--- config.mk ---
export PLATFORM = sky130hd
export DESIGN_NAME = serial_packet_framer_xor
export DESIGN_NICKNAME = d
export VERILOG_FILES = /design/src/hw/rtl/spf_pkg.sv /design/src/hw/rtl/spf_addr_conv.sv /design/src/hw/rtl/spf_seq.sv /design/src/hw/rtl/serial_packet_framer_xor.sv
export SDC_FILE = /design/constraint.sdc
export NUM_CORES = 1
export LEC_CHECK = 0
export ABC_AREA = 1
export BUFFER_PORTS_ARGS = -buffer_cell sky130_fd_sc_hd__buf_2
export CORE_ASPECT_RATIO = 1.4
export CORE_MARGIN = 4
export CORE_UTILIZATION = 50
export DETAILED_ROUTE_END_ITERATION = 12
export PLACE_DENSITY = 0.67
export SLEW_MARGIN = 30
export SYNTH_ARGS = -nofsm -noshare
export SYNTH_HDL_FRONTEND = slang
export SYNTH_SLANG_ARGS = --single-unit
--- constraint.sdc ---
create_clock -name clk -period 6 [get_ports clk]
set_input_delay 1.2 -clock clk [delete_from_list [all_inputs] [get_ports clk]]
set_output_delay 1.2 -clock clk [all_outputs]
set_load 0.05 [all_outputs]
--- src/hw/rtl/spf_pkg.sv ---
// ----------------------------------------------------------------------------
// spf_pkg
// Shared types and constants for the serial packet framer.
// ----------------------------------------------------------------------------
package spf_pkg;

  localparam int MAX_PAYLOAD_BYTES = 1024;

  localparam int BYTE_W     = 8;
  localparam int LEN_W      = 11;
  localparam int ADDR_W     = 16;
  localparam int TOTAL_W    = 16;
  localparam int REM_W      = $clog2(MAX_PAYLOAD_BYTES + 1);
  localparam int IN_TDATA_W = 48;
  localparam int CFG_IDX_W  = 2;
  localparam int CFG_DATA_W = 16;

  localparam int FRAME_OVERHEAD = 10;

  localparam logic [BYTE_W-1:0] SYNC_BYTE    = 8'hAA;
  localparam logic [BYTE_W-1:0] HEADER_BYTE  = 8'hBB;
  localparam logic [BYTE_W-1:0] TRAILER_BYTE = 8'hCC;

  localparam logic OP_START   = 1'b0;
  localparam logic OP_PAYLOAD = 1'b1;

  localparam logic [CFG_IDX_W-1:0] REG_STATION_ADDRESS  = 2'd0;
  localparam logic [CFG_IDX_W-1:0] REG_ADDRESS_BCD_MODE = 2'd1;

  typedef struct packed {
    logic              operation;
    logic [BYTE_W-1:0] payload_byte;
    logic [LEN_W-1:0]  payload_length;
    logic [BYTE_W-1:0] sequence_req;
    logic              use_given_address;
    logic [ADDR_W-1:0] given_address;
  } item_t;

  typedef struct packed {
    logic [BYTE_W-1:0] hi;
    logic [BYTE_W-1:0] lo;
  } addr_bytes_t;

endpackage

--- src/hw/rtl/spf_addr_conv.sv ---
// ----------------------------------------------------------------------------
// spf_addr_conv
// Three-stage pipe that turns the station address into its header bytes:
// raw bytes in hex mode, or bcd of (address/100)%100 and address%100.
// ----------------------------------------------------------------------------
module spf_addr_conv (
  input  logic                             clk,
  input  logic                             rst_n,
  input  logic [spf_pkg::ADDR_W-1:0]       station_address,
  input  logic                             bcd_mode,
  output spf_pkg::addr_bytes_t             station_bytes
);
  import spf_pkg::*;

  // reciprocal of 100 scaled by 2^23, exact for 16-bit values
  localparam int Recip100Shift = 23;
  localparam logic [32:0] Recip100 = 33'(((1 << Recip100Shift) + 99) / 100);
  // reciprocal of 100 scaled by 2^12, exact below 800 in the 15-bit product
  localparam logic [14:0] RecipSmall = 15'd41;
  localparam int RecipSmallShift = 12;

  localparam int QUOT_W = 10;
  localparam int DIG_W  = 7;

  function automatic logic [BYTE_W-1:0] to_bcd(input logic [DIG_W-1:0] v);
    logic [14:0] prod;
    logic [3:0]  tens;
    logic [DIG_W-1:0] ones;
    prod = 15'(v) * 15'd205;
    tens = prod[14:11];
    ones = v - DIG_W'(tens * 4'd10);
    return {tens, ones[3:0]};
  endfunction

  logic [32:0]        prod_a;
  logic [QUOT_W-1:0]  quot_nxt;
  logic [QUOT_W-1:0]  quot_r;
  logic [ADDR_W-1:0]  addr_a_r;
  logic               mode_a_r;

  logic [ADDR_W-1:0]  lo_full;
  logic [14:0]        prod_b;
  logic [2:0]         quot2;
  logic [QUOT_W-1:0]  hi_full;
  logic [DIG_W-1:0]   hi_val_r;
  logic [DIG_W-1:0]   lo_val_r;
  logic [ADDR_W-1:0]  addr_b_r;
  logic               mode_b_r;

  addr_bytes_t        bytes_nxt;
  addr_bytes_t        bytes_r;

  always_comb begin
    prod_a   = 33'(station_address) * Recip100;
    quot_nxt = prod_a[Recip100Shift +: QUOT_W];

    lo_full  = addr_a_r - ADDR_W'(16'(quot_r) * 16'd100);
    prod_b   = 15'(quot_r) * RecipSmall;
    quot2    = prod_b[RecipSmallShift +: 3];
    hi_full  = quot_r - QUOT_W'(10'(quot2) * 10'd100);

    if (mode_b_r) begin
      bytes_nxt.hi = to_bcd(hi_val_r);
      bytes_nxt.lo = to_bcd(lo_val_r);
    end else begin
      bytes_nxt.hi = addr_b_r[ADDR_W-1:BYTE_W];
      bytes_nxt.lo = addr_b_r[BYTE_W-1:0];
    end
  end

  always_ff @(posedge clk) begin
    if (!rst_n) begin
      mode_a_r <= 1'b0;
      mode_b_r <= 1'b0;
    end else begin
      mode_a_r <= bcd_mode;
      mode_b_r <= mode_a_r;
    end
    quot_r   <= quot_nxt;
    addr_a_r <= station_address;
    hi_val_r <= hi_full[DIG_W-1:0];
    lo_val_r <= lo_full[DIG_W-1:0];
    addr_b_r <= addr_a_r;
    bytes_r  <= bytes_nxt;
  end

  assign station_bytes = bytes_r;

endmodule

--- src/hw/rtl/spf_seq.sv ---
// ----------------------------------------------------------------------------
// spf_seq
// Packet sequencer: walks the bytes one request causes, keeps the open
// packet state and the running xor, and drives the output byte register.
// ----------------------------------------------------------------------------
module spf_seq (
  input  logic                         clk,
  input  logic                         rst_n,
  input  logic                         item_valid,
  input  spf_pkg::item_t               item,
  output logic                         item_pop,
  input  spf_pkg::addr_bytes_t         station_bytes,
  output logic                         out_tvalid,
  input  logic                         out_tready,
  output logic [spf_pkg::BYTE_W-1:0]   out_tdata,
  output logic                         out_tlast
);
  import spf_pkg::*;

  typedef enum logic [3:0] {
    ST_H0, ST_H1, ST_H2, ST_H3, ST_H4, ST_H5, ST_H6,
    ST_PL, ST_T0, ST_T1, ST_T2
  } step_t;

  localparam logic [TOTAL_W-1:0] MaxLen = TOTAL_W'(MAX_PAYLOAD_BYTES);

  step_t             step_r, step_nxt, cur_step;
  logic              mid_r, mid_nxt;
  logic              open_r, open_nxt;
  logic [REM_W-1:0]  rem_r, rem_nxt, rem_dec;
  logic [BYTE_W-1:0] xor_r, xor_nxt, xor_base;
  logic              out_valid_r, out_valid_nxt;
  logic [BYTE_W-1:0] out_data_r, out_data_nxt;
  logic              out_last_r, out_last_nxt;

  logic [TOTAL_W-1:0] plen_ext, plen_sat, total;
  logic [BYTE_W-1:0]  addr_hi, addr_lo, byte_val;
  logic               out_ok, drop, emit;

  always_comb begin
    plen_ext = TOTAL_W'(item.payload_length);
    plen_sat = (plen_ext > MaxLen) ? MaxLen : plen_ext;
    total    = plen_sat + TOTAL_W'(FRAME_OVERHEAD);

    if (item.use_given_address) begin
      addr_hi = item.given_address[ADDR_W-1:BYTE_W];
      addr_lo = item.given_address[BYTE_W-1:0];
    end else begin
      addr_hi = station_bytes.hi;
      addr_lo = station_bytes.lo;
    end

    if (mid_r) begin
      cur_step = step_r;
    end else if (item.operation == OP_PAYLOAD) begin
      cur_step = ST_PL;
    end else begin
      cur_step = ST_H0;
    end

    out_ok = !out_valid_r || out_tready;
    drop   = item_valid && !mid_r && (item.operation == OP_PAYLOAD) && !open_r;
    emit   = item_valid && !drop && out_ok;

    case (cur_step)
      ST_H0:   byte_val = SYNC_BYTE;
      ST_H1:   byte_val = HEADER_BYTE;
      ST_H2:   byte_val = item.sequence_req;
      ST_H3:   byte_val = addr_hi;
      ST_H4:   byte_val = addr_lo;
      ST_H5:   byte_val = total[2*BYTE_W-1:BYTE_W];
      ST_H6:   byte_val = total[BYTE_W-1:0];
      ST_PL:   byte_val = item.payload_byte;
      ST_T0:   byte_val = SYNC_BYTE;
      ST_T1:   byte_val = TRAILER_BYTE;
      ST_T2:   byte_val = xor_r;
      default: byte_val = '0;
    endcase

    xor_base = (cur_step == ST_H0) ? '0 : xor_r;
    rem_dec  = rem_r - REM_W'(1);

    step_nxt      = step_r;
    mid_nxt       = mid_r;
    open_nxt      = open_r;
    rem_nxt       = rem_r;
    xor_nxt       = xor_r;
    out_valid_nxt = out_valid_r;
    out_data_nxt  = out_data_r;
    out_last_nxt  = out_last_r;
    item_pop      = drop;

    if (emit) begin
      out_valid_nxt = 1'b1;
      out_data_nxt  = byte_val;
      out_last_nxt  = (cur_step == ST_T2);
      xor_nxt       = xor_base ^ byte_val;
      mid_nxt       = 1'b1;
      unique case (cur_step)
        ST_H0: step_nxt = ST_H1;
        ST_H1: step_nxt = ST_H2;
        ST_H2: step_nxt = ST_H3;
        ST_H3: step_nxt = ST_H4;
        ST_H4: step_nxt = ST_H5;
        ST_H5: step_nxt = ST_H6;
        ST_H6: begin
          if (plen_sat == '0) begin
            step_nxt = ST_T0;
          end else begin
            mid_nxt  = 1'b0;
            item_pop = 1'b1;
            open_nxt = 1'b1;
            rem_nxt  = REM_W'(plen_sat);
          end
        end
        ST_PL: begin
          rem_nxt = rem_dec;
          if (rem_dec == '0) begin
            step_nxt = ST_T0;
          end else begin
            mid_nxt  = 1'b0;
            item_pop = 1'b1;
          end
        end
        ST_T0: step_nxt = ST_T1;
        ST_T1: step_nxt = ST_T2;
        ST_T2: begin
          mid_nxt  = 1'b0;
          item_pop = 1'b1;
          open_nxt = 1'b0;
          rem_nxt  = '0;
          xor_nxt  = '0;
        end
        default: step_nxt = ST_H0;
      endcase
    end else if (out_tready) begin
      out_valid_nxt = 1'b0;
    end
  end

  always_ff @(posedge clk) begin
    if (!rst_n) begin
      step_r      <= ST_H0;
      mid_r       <= 1'b0;
      open_r      <= 1'b0;
      rem_r       <= '0;
      xor_r       <= '0;
      out_valid_r <= 1'b0;
    end else begin
      step_r      <= step_nxt;
      mid_r       <= mid_nxt;
      open_r      <= open_nxt;
      rem_r       <= rem_nxt;
      xor_r       <= xor_nxt;
      out_valid_r <= out_valid_nxt;
    end
    out_data_r <= out_data_nxt;
    out_last_r <= out_last_nxt;
  end

  assign out_tvalid = out_valid_r;
  assign out_tdata  = out_data_r;
  assign out_tlast  = out_last_r;

endmodule

--- src/hw/rtl/serial_packet_framer_xor.sv ---
// ----------------------------------------------------------------------------
// serial_packet_framer_xor
// Frames payload bytes into packets with a seven-byte header and an
// xor checksum trailer.
// ----------------------------------------------------------------------------
//  channel | handshake            | payload
//  in_     | in_tvalid/in_tready  | tuser: operation; tdata: byte, length, seq, addr
//  out_    | out_tvalid/out_tready| tdata: packet byte; tlast: checksum byte
//  cfg_    | cfg_valid/cfg_ready  | cfg_index, cfg_data
//
//  one output byte per cycle from a single byte register while out_tready is high
//  and requests wait: a start gives seven bytes (ten with an empty payload), a
//  payload byte one, the last four; one with no open packet is dropped with no output
//  synchronous active-low reset, no clearing pass; cfg_ready is always high
//  a new station address reaches the header bytes via station_address_r and u_addr_conv
//  a stalled output holds the input register, which then drops in_tready
// ----------------------------------------------------------------------------
module serial_packet_framer_xor (
  input  logic                              clk,
  input  logic                              rst_n,
  input  logic                              in_tvalid,
  output logic                              in_tready,
  // payload_byte, payload_length, sequence_req, use_given_address,
  // given_address, zero fill
  input  logic [spf_pkg::IN_TDATA_W-1:0]    in_tdata,
  // operation
  input  logic                              in_tuser,
  output logic                              out_tvalid,
  input  logic                              out_tready,
  // out_byte
  output logic [spf_pkg::BYTE_W-1:0]        out_tdata,
  output logic                              out_tlast,
  input  logic                              cfg_valid,
  output logic                              cfg_ready,
  input  logic [spf_pkg::CFG_IDX_W-1:0]     cfg_index,
  input  logic [spf_pkg::CFG_DATA_W-1:0]    cfg_data
);
  import spf_pkg::*;

  logic [ADDR_W-1:0] station_address_r, station_address_nxt;
  logic              bcd_mode_r, bcd_mode_nxt;
  logic              in_valid_r, in_valid_nxt;
  item_t             in_item_r, in_item_nxt, in_item;
  logic              item_pop;
  addr_bytes_t       station_bytes;

  assign cfg_ready = 1'b1;
  assign in_tready = !in_valid_r || item_pop;

  always_comb begin
    in_item.operation         = in_tuser;
    in_item.payload_byte      = in_tdata[7:0];
    in_item.payload_length    = in_tdata[18:8];
    in_item.sequence_req      = in_tdata[26:19];
    in_item.use_given_address = in_tdata[27];
    in_item.given_address     = in_tdata[43:28];

    in_valid_nxt = in_valid_r;
    in_item_nxt  = in_item_r;
    if (in_tvalid && in_tready) begin
      in_valid_nxt = 1'b1;
      in_item_nxt  = in_item;
    end else if (item_pop) begin
      in_valid_nxt = 1'b0;
    end

    station_address_nxt = station_address_r;
    bcd_mode_nxt        = bcd_mode_r;
    if (cfg_valid && cfg_ready) begin
      unique case (cfg_index)
        REG_STATION_ADDRESS:  station_address_nxt = cfg_data[ADDR_W-1:0];
        REG_ADDRESS_BCD_MODE: bcd_mode_nxt        = cfg_data[0];
        default: ;
      endcase
    end
  end

  always_ff @(posedge clk) begin
    if (!rst_n) begin
      in_valid_r        <= 1'b0;
      station_address_r <= '0;
      bcd_mode_r        <= 1'b0;
    end else begin
      in_valid_r        <= in_valid_nxt;
      station_address_r <= station_address_nxt;
      bcd_mode_r        <= bcd_mode_nxt;
    end
    in_item_r <= in_item_nxt;
  end

  spf_addr_conv u_addr_conv (
    .clk             (clk),
    .rst_n           (rst_n),
    .station_address (station_address_r),
    .bcd_mode        (bcd_mode_r),
    .station_bytes   (station_bytes)
  );

  spf_seq u_seq (
    .clk           (clk),
    .rst_n         (rst_n),
    .item_valid    (in_valid_r),
    .item          (in_item_r),
    .item_pop      (item_pop),
    .station_bytes (station_bytes),
    .out_tvalid    (out_tvalid),
    .out_tready    (out_tready),
    .out_tdata     (out_tdata),
    .out_tlast     (out_tlast)
  );

endmodule

==> results.toml <==
[finish]
layout.cells.most_common = "sky130_fd_sc_hd__inv_1"
post_route_cells_drive_above_1_share_pct = 9.138
areaGrowthSynthToFinish_pct = 10.21
post-route-cell-area_um2 = 15860
fin_nets = 2165
finish.cell_count_without_fillers = 2115
post_route_core_utilization_pct = 55.84
leading_cell_types_in_the_layout_fill_and_taps_excluded = "338 x sky130_fd_sc_hd__inv_1, 288 x sky130_fd_sc_hd__nand2_1, 245 x sky130_fd_sc_hd__ha_1"
n_antenna_cell = 0

[sta]
final_min_period_ps = 5567
worst_max_slew_pin_slew_ps = 881.1
setup_repair_after_global_routing_missed_its_margin = "false"
layout_setup_ws_ps = 433.2
fin_tns_setup_ps = 0
fin_crit_sh_pct = 92.78
clock-skew-final_ps = 13.82
maxSlewViolCount = 0
relative_max_transition_margin_pct = 41.04
final-hold-violation-count = 0
setup_viol = 0
max_frequency_mhz = 179.6

[synth]
synthDistinctLibCells = 50
total_nets_after_synthesis = 2076
synth_seq_area_share_pct = 27.40
yosysWarnings = 0
synth_enable_flop_cells = 54
netlist_area_before_placement_um2 = 14390
postSynthAreaPerCell_um2 = 8.787
async_flop_share_pct = 0
postSynthRegisterBits = 170
syn_inst = 1638
synth_flop_cell = "sky130_fd_sc_hd__dfxtp_1"

[status]
result_of_the_run = "finished, final reports clean"

[pwr]
internal-power_uw = 3560
comb_power_share_pct = 61.2
total_switching_power_uw = 3020
share_seq_of_total_power_pct = 22.0
swShare_pct = 45.90
share_clk_of_total_power_pct = 16.8
powerDensity_nw_per_um2 = 414.8
total_leakage_power_uw = 0.008522
vdd_ir_drop_max_mv = 0.2453

[drt]
post_drt_wl_per_cell_um = 15.88
detailedRoute.firstPassIterationCount = 5
detail_route.wirelength_um = 33580
avgViaCountPerCell = 5.154
postRouteAntennaNets = 0
dr.first_iter.drc_count = 474
number_of_design_rule_violations_left_after_detail_routing = 0
dr_total_vias = 10900

[clocking]
cts-htree-levels = 4
cts.sinks = 170
tritoncts = "done"
cts_buffer_count = 17
cts_root_buf = "sky130_fd_sc_hd__clkbuf_16"
post_cts_resize_count = 0
cts.clk_slew.worst_paths_ps = 70
clockBufferDepth = 2
clk_latency_ps = 430
post_cts.repair.setup_buffers = 0
post_cts_hold_buffer_count = 0

[worst_setup_path]
start_kind = "register"
timing.critical_path.to_type = "register"
cp_max_fo = 8
critPathKind = "register to register"
timing.critical_path.arrival_ps = 5890
cp_required_ps = 6320

[global_routing]
gr-usage-all-layers_pct = 22.10
number_of_antenna_violations_at_the_first_check_in_global_routing = 0
via_count_of_the_first_global_routing_pass = 11270
grt_overflow = 0
grt_start_max_net_pins = 36
grt_first_pass_wirelength_um = 54720

[floorplanning]
fp.dieH_um = 208.8
core_area_um2 = 28410
initial_utilization_pct = 50.67
ioPinCount = 84
core.rowCount = 73
die_w_um = 151.4
fp.dieArea_um2 = 31600

[flow_run]
cap_violations = 0

[placed_design]
detailedPlace.worstSlack_ps = 416.1
postPlaceCellArea_um2 = 15270
dp_cells = 2083
hpwl_um = 28240
numPortBuffers = 78
routability_cong = 0.9427

[worst_hold_path]
hold_path_class = "register to register"
==> registers in the layout (all words and copies together) (netlist names), 4 cells and up <==
| register | cells |
|---|---|
| u_seq.out_tdata | 8 |
| u_addr_conv.addr_b_r | 14 |
| station_address_r | 16 |
| u_addr_conv.hi_val_r | 7 |
| in_item_r | 45 |
| u_seq.xor_r | 8 |
| u_addr_conv.lo_val_r | 7 |
| u_addr_conv.station_bytes | 16 |
| u_seq.step_r | 4 |
| u_addr_conv.quot_r | 10 |
| u_seq.rem_r | 11 |
| u_addr_conv.addr_a_r | 16 |
==> cell usage after synthesis (2+ instances only) <==
| master | n | area share (%) |
|---|---|---|
| sky130_fd_sc_hd__o22ai_1 | 9 | 0.39 |
| sky130_fd_sc_hd__ha_1 | 245 | 21 |
| sky130_fd_sc_hd__o21ai_2 | 2 | 0.12 |
| sky130_fd_sc_hd__nand3_1 | 68 | 2.4 |
| sky130_fd_sc_hd__a31oi_1 | 6 | 0.26 |
| sky130_fd_sc_hd__xor2_1 | 26 | 1.6 |
| sky130_fd_sc_hd__clkinv_1 | 2 | 0.052 |
| sky130_fd_sc_hd__a21o_1 | 9 | 0.47 |
| sky130_fd_sc_hd__nor2_1 | 93 | 2.4 |
| sky130_fd_sc_hd__clkbuf_1 | 14 | 0.37 |
| sky130_fd_sc_hd__nand3b_1 | 6 | 0.31 |
| sky130_fd_sc_hd__inv_2 | 5 | 0.13 |
| sky130_fd_sc_hd__xnor2_1 | 13 | 0.79 |
| sky130_fd_sc_hd__edfxtp_1 | 54 | 11 |
| sky130_fd_sc_hd__o21bai_1 | 4 | 0.21 |
| sky130_fd_sc_hd__a211oi_1 | 3 | 0.16 |
| sky130_fd_sc_hd__nor2_2 | 5 | 0.22 |
| sky130_fd_sc_hd__a21oi_1 | 70 | 2.4 |
| sky130_fd_sc_hd__o21a_1 | 2 | 0.10 |
| sky130_fd_sc_hd__fa_1 | 121 | 17 |
| sky130_fd_sc_hd__nor3_1 | 20 | 0.70 |
| sky130_fd_sc_hd__nor3_2 | 4 | 0.28 |
| sky130_fd_sc_hd__nand2_1 | 288 | 7.5 |
| sky130_fd_sc_hd__o21ai_0 | 61 | 2.1 |
| sky130_fd_sc_hd__nand4_1 | 14 | 0.61 |
| sky130_fd_sc_hd__buf_2 | 5 | 0.17 |
| sky130_fd_sc_hd__or2_2 | 9 | 0.39 |
| sky130_fd_sc_hd__nand2_2 | 5 | 0.22 |
| sky130_fd_sc_hd__inv_1 | 337 | 8.8 |
| sky130_fd_sc_hd__o211ai_1 | 3 | 0.16 |
| sky130_fd_sc_hd__dfxtp_1 | 116 | 16 |
==> layer usage <==
metal / up-vias / GRT usage, % / part of all wire, %
met1: 5158 / 24.70 / 38
met2: 255 / 41.30 / 53
li1: 5414 / - / -
met4: 0 / 9.887 / 4.7
met3: 74 / 2.386 / 3.5
met5: - / 0 / 0
==> cell families (layout without fill, tap and decap cells) <==
family	Yosys count	after routing	share of synthesized area, %
compound gates	178	178	7.032
xor+xnor	39	39	2.373
fa+ha+maj	366	366	38.13
buf+inv	366	468	9.684
flops	170	170	27.40
mux	1	1	0.06954
other cells	1	1	0.02605
simple gates	517	517	15.29
==> worst max-delay path: stages, from the launching register on <==
cell,delay (ps)
sky130_fd_sc_hd__dfxtp_1,420
sky130_fd_sc_hd__fa_1,650
sky130_fd_sc_hd__inv_1,120
sky130_fd_sc_hd__fa_1,510
sky130_fd_sc_hd__inv_1,50
sky130_fd_sc_hd__fa_1,540
sky130_fd_sc_hd__fa_1,440
sky130_fd_sc_hd__fa_1,560
sky130_fd_sc_hd__inv_1,60
sky130_fd_sc_hd__fa_1,530
sky130_fd_sc_hd__inv_1,40
sky130_fd_sc_hd__ha_1,300
sky130_fd_sc_hd__nand2_1,90
sky130_fd_sc_hd__nor2_1,140
sky130_fd_sc_hd__inv_1,50
sky130_fd_sc_hd__nor3_1,200
sky130_fd_sc_hd__a21oi_1,100
sky130_fd_sc_hd__or3b_2,500
sky130_fd_sc_hd__nand3b_1,100
sky130_fd_sc_hd__nand2_1,50
==> metrics by stage <==
step	total power (uW)	hold slack (ps)
final	6580	327.9
after floorplan	4517	309.6
after global routing	7401	332.4
after detailed placement	5513	312.8
after global placement	5371	313.2
after CTS	6669	327.9
==> final cells by class <==
cell class	count	area [um2]
Clock inverter	10	75.07
Inverter	345	1297
Tap cell	375	469.2
Timing Repair Buffer	91	488.0
Multi-Input combinational cell	1102	9067
Sequential cell	170	3944
Fill cell	2633	12540
Clock buffer	22	521.8
==> power groups by stage <==
stage | Combinational, uW | Clock [uW] | Sequential [uW]
after global placement | 3900 | 0 | 1470
after floorplan | 3080 | 0 | 1440
after global routing | 4760 | 1170 | 1460
final | 4030 | 1100 | 1450
after detailed placement | 4040 | 0 | 1480
after CTS | 4100 | 1120 | 1450
==> worst paths after layout <==
| check | from | end | slack [ps] | cells past startpoint |
|---|---|---|---|---|
| setup / recovery | station_address_r[5] | u_addr_conv.quot_r[9] | 430 | 19 |
| hold / removal | u_addr_conv.addr_a_r[9] | u_addr_conv.addr_b_r[9] | 330 | 0 |
| setup reg to reg | station_address_r[5] | u_addr_conv.quot_r[9] | 430 | 19 |
| hold reg to reg | u_addr_conv.addr_a_r[9] | u_addr_conv.addr_b_r[9] | 330 | 0 |
Note: power is estimated with default switching activity, not from simulation.
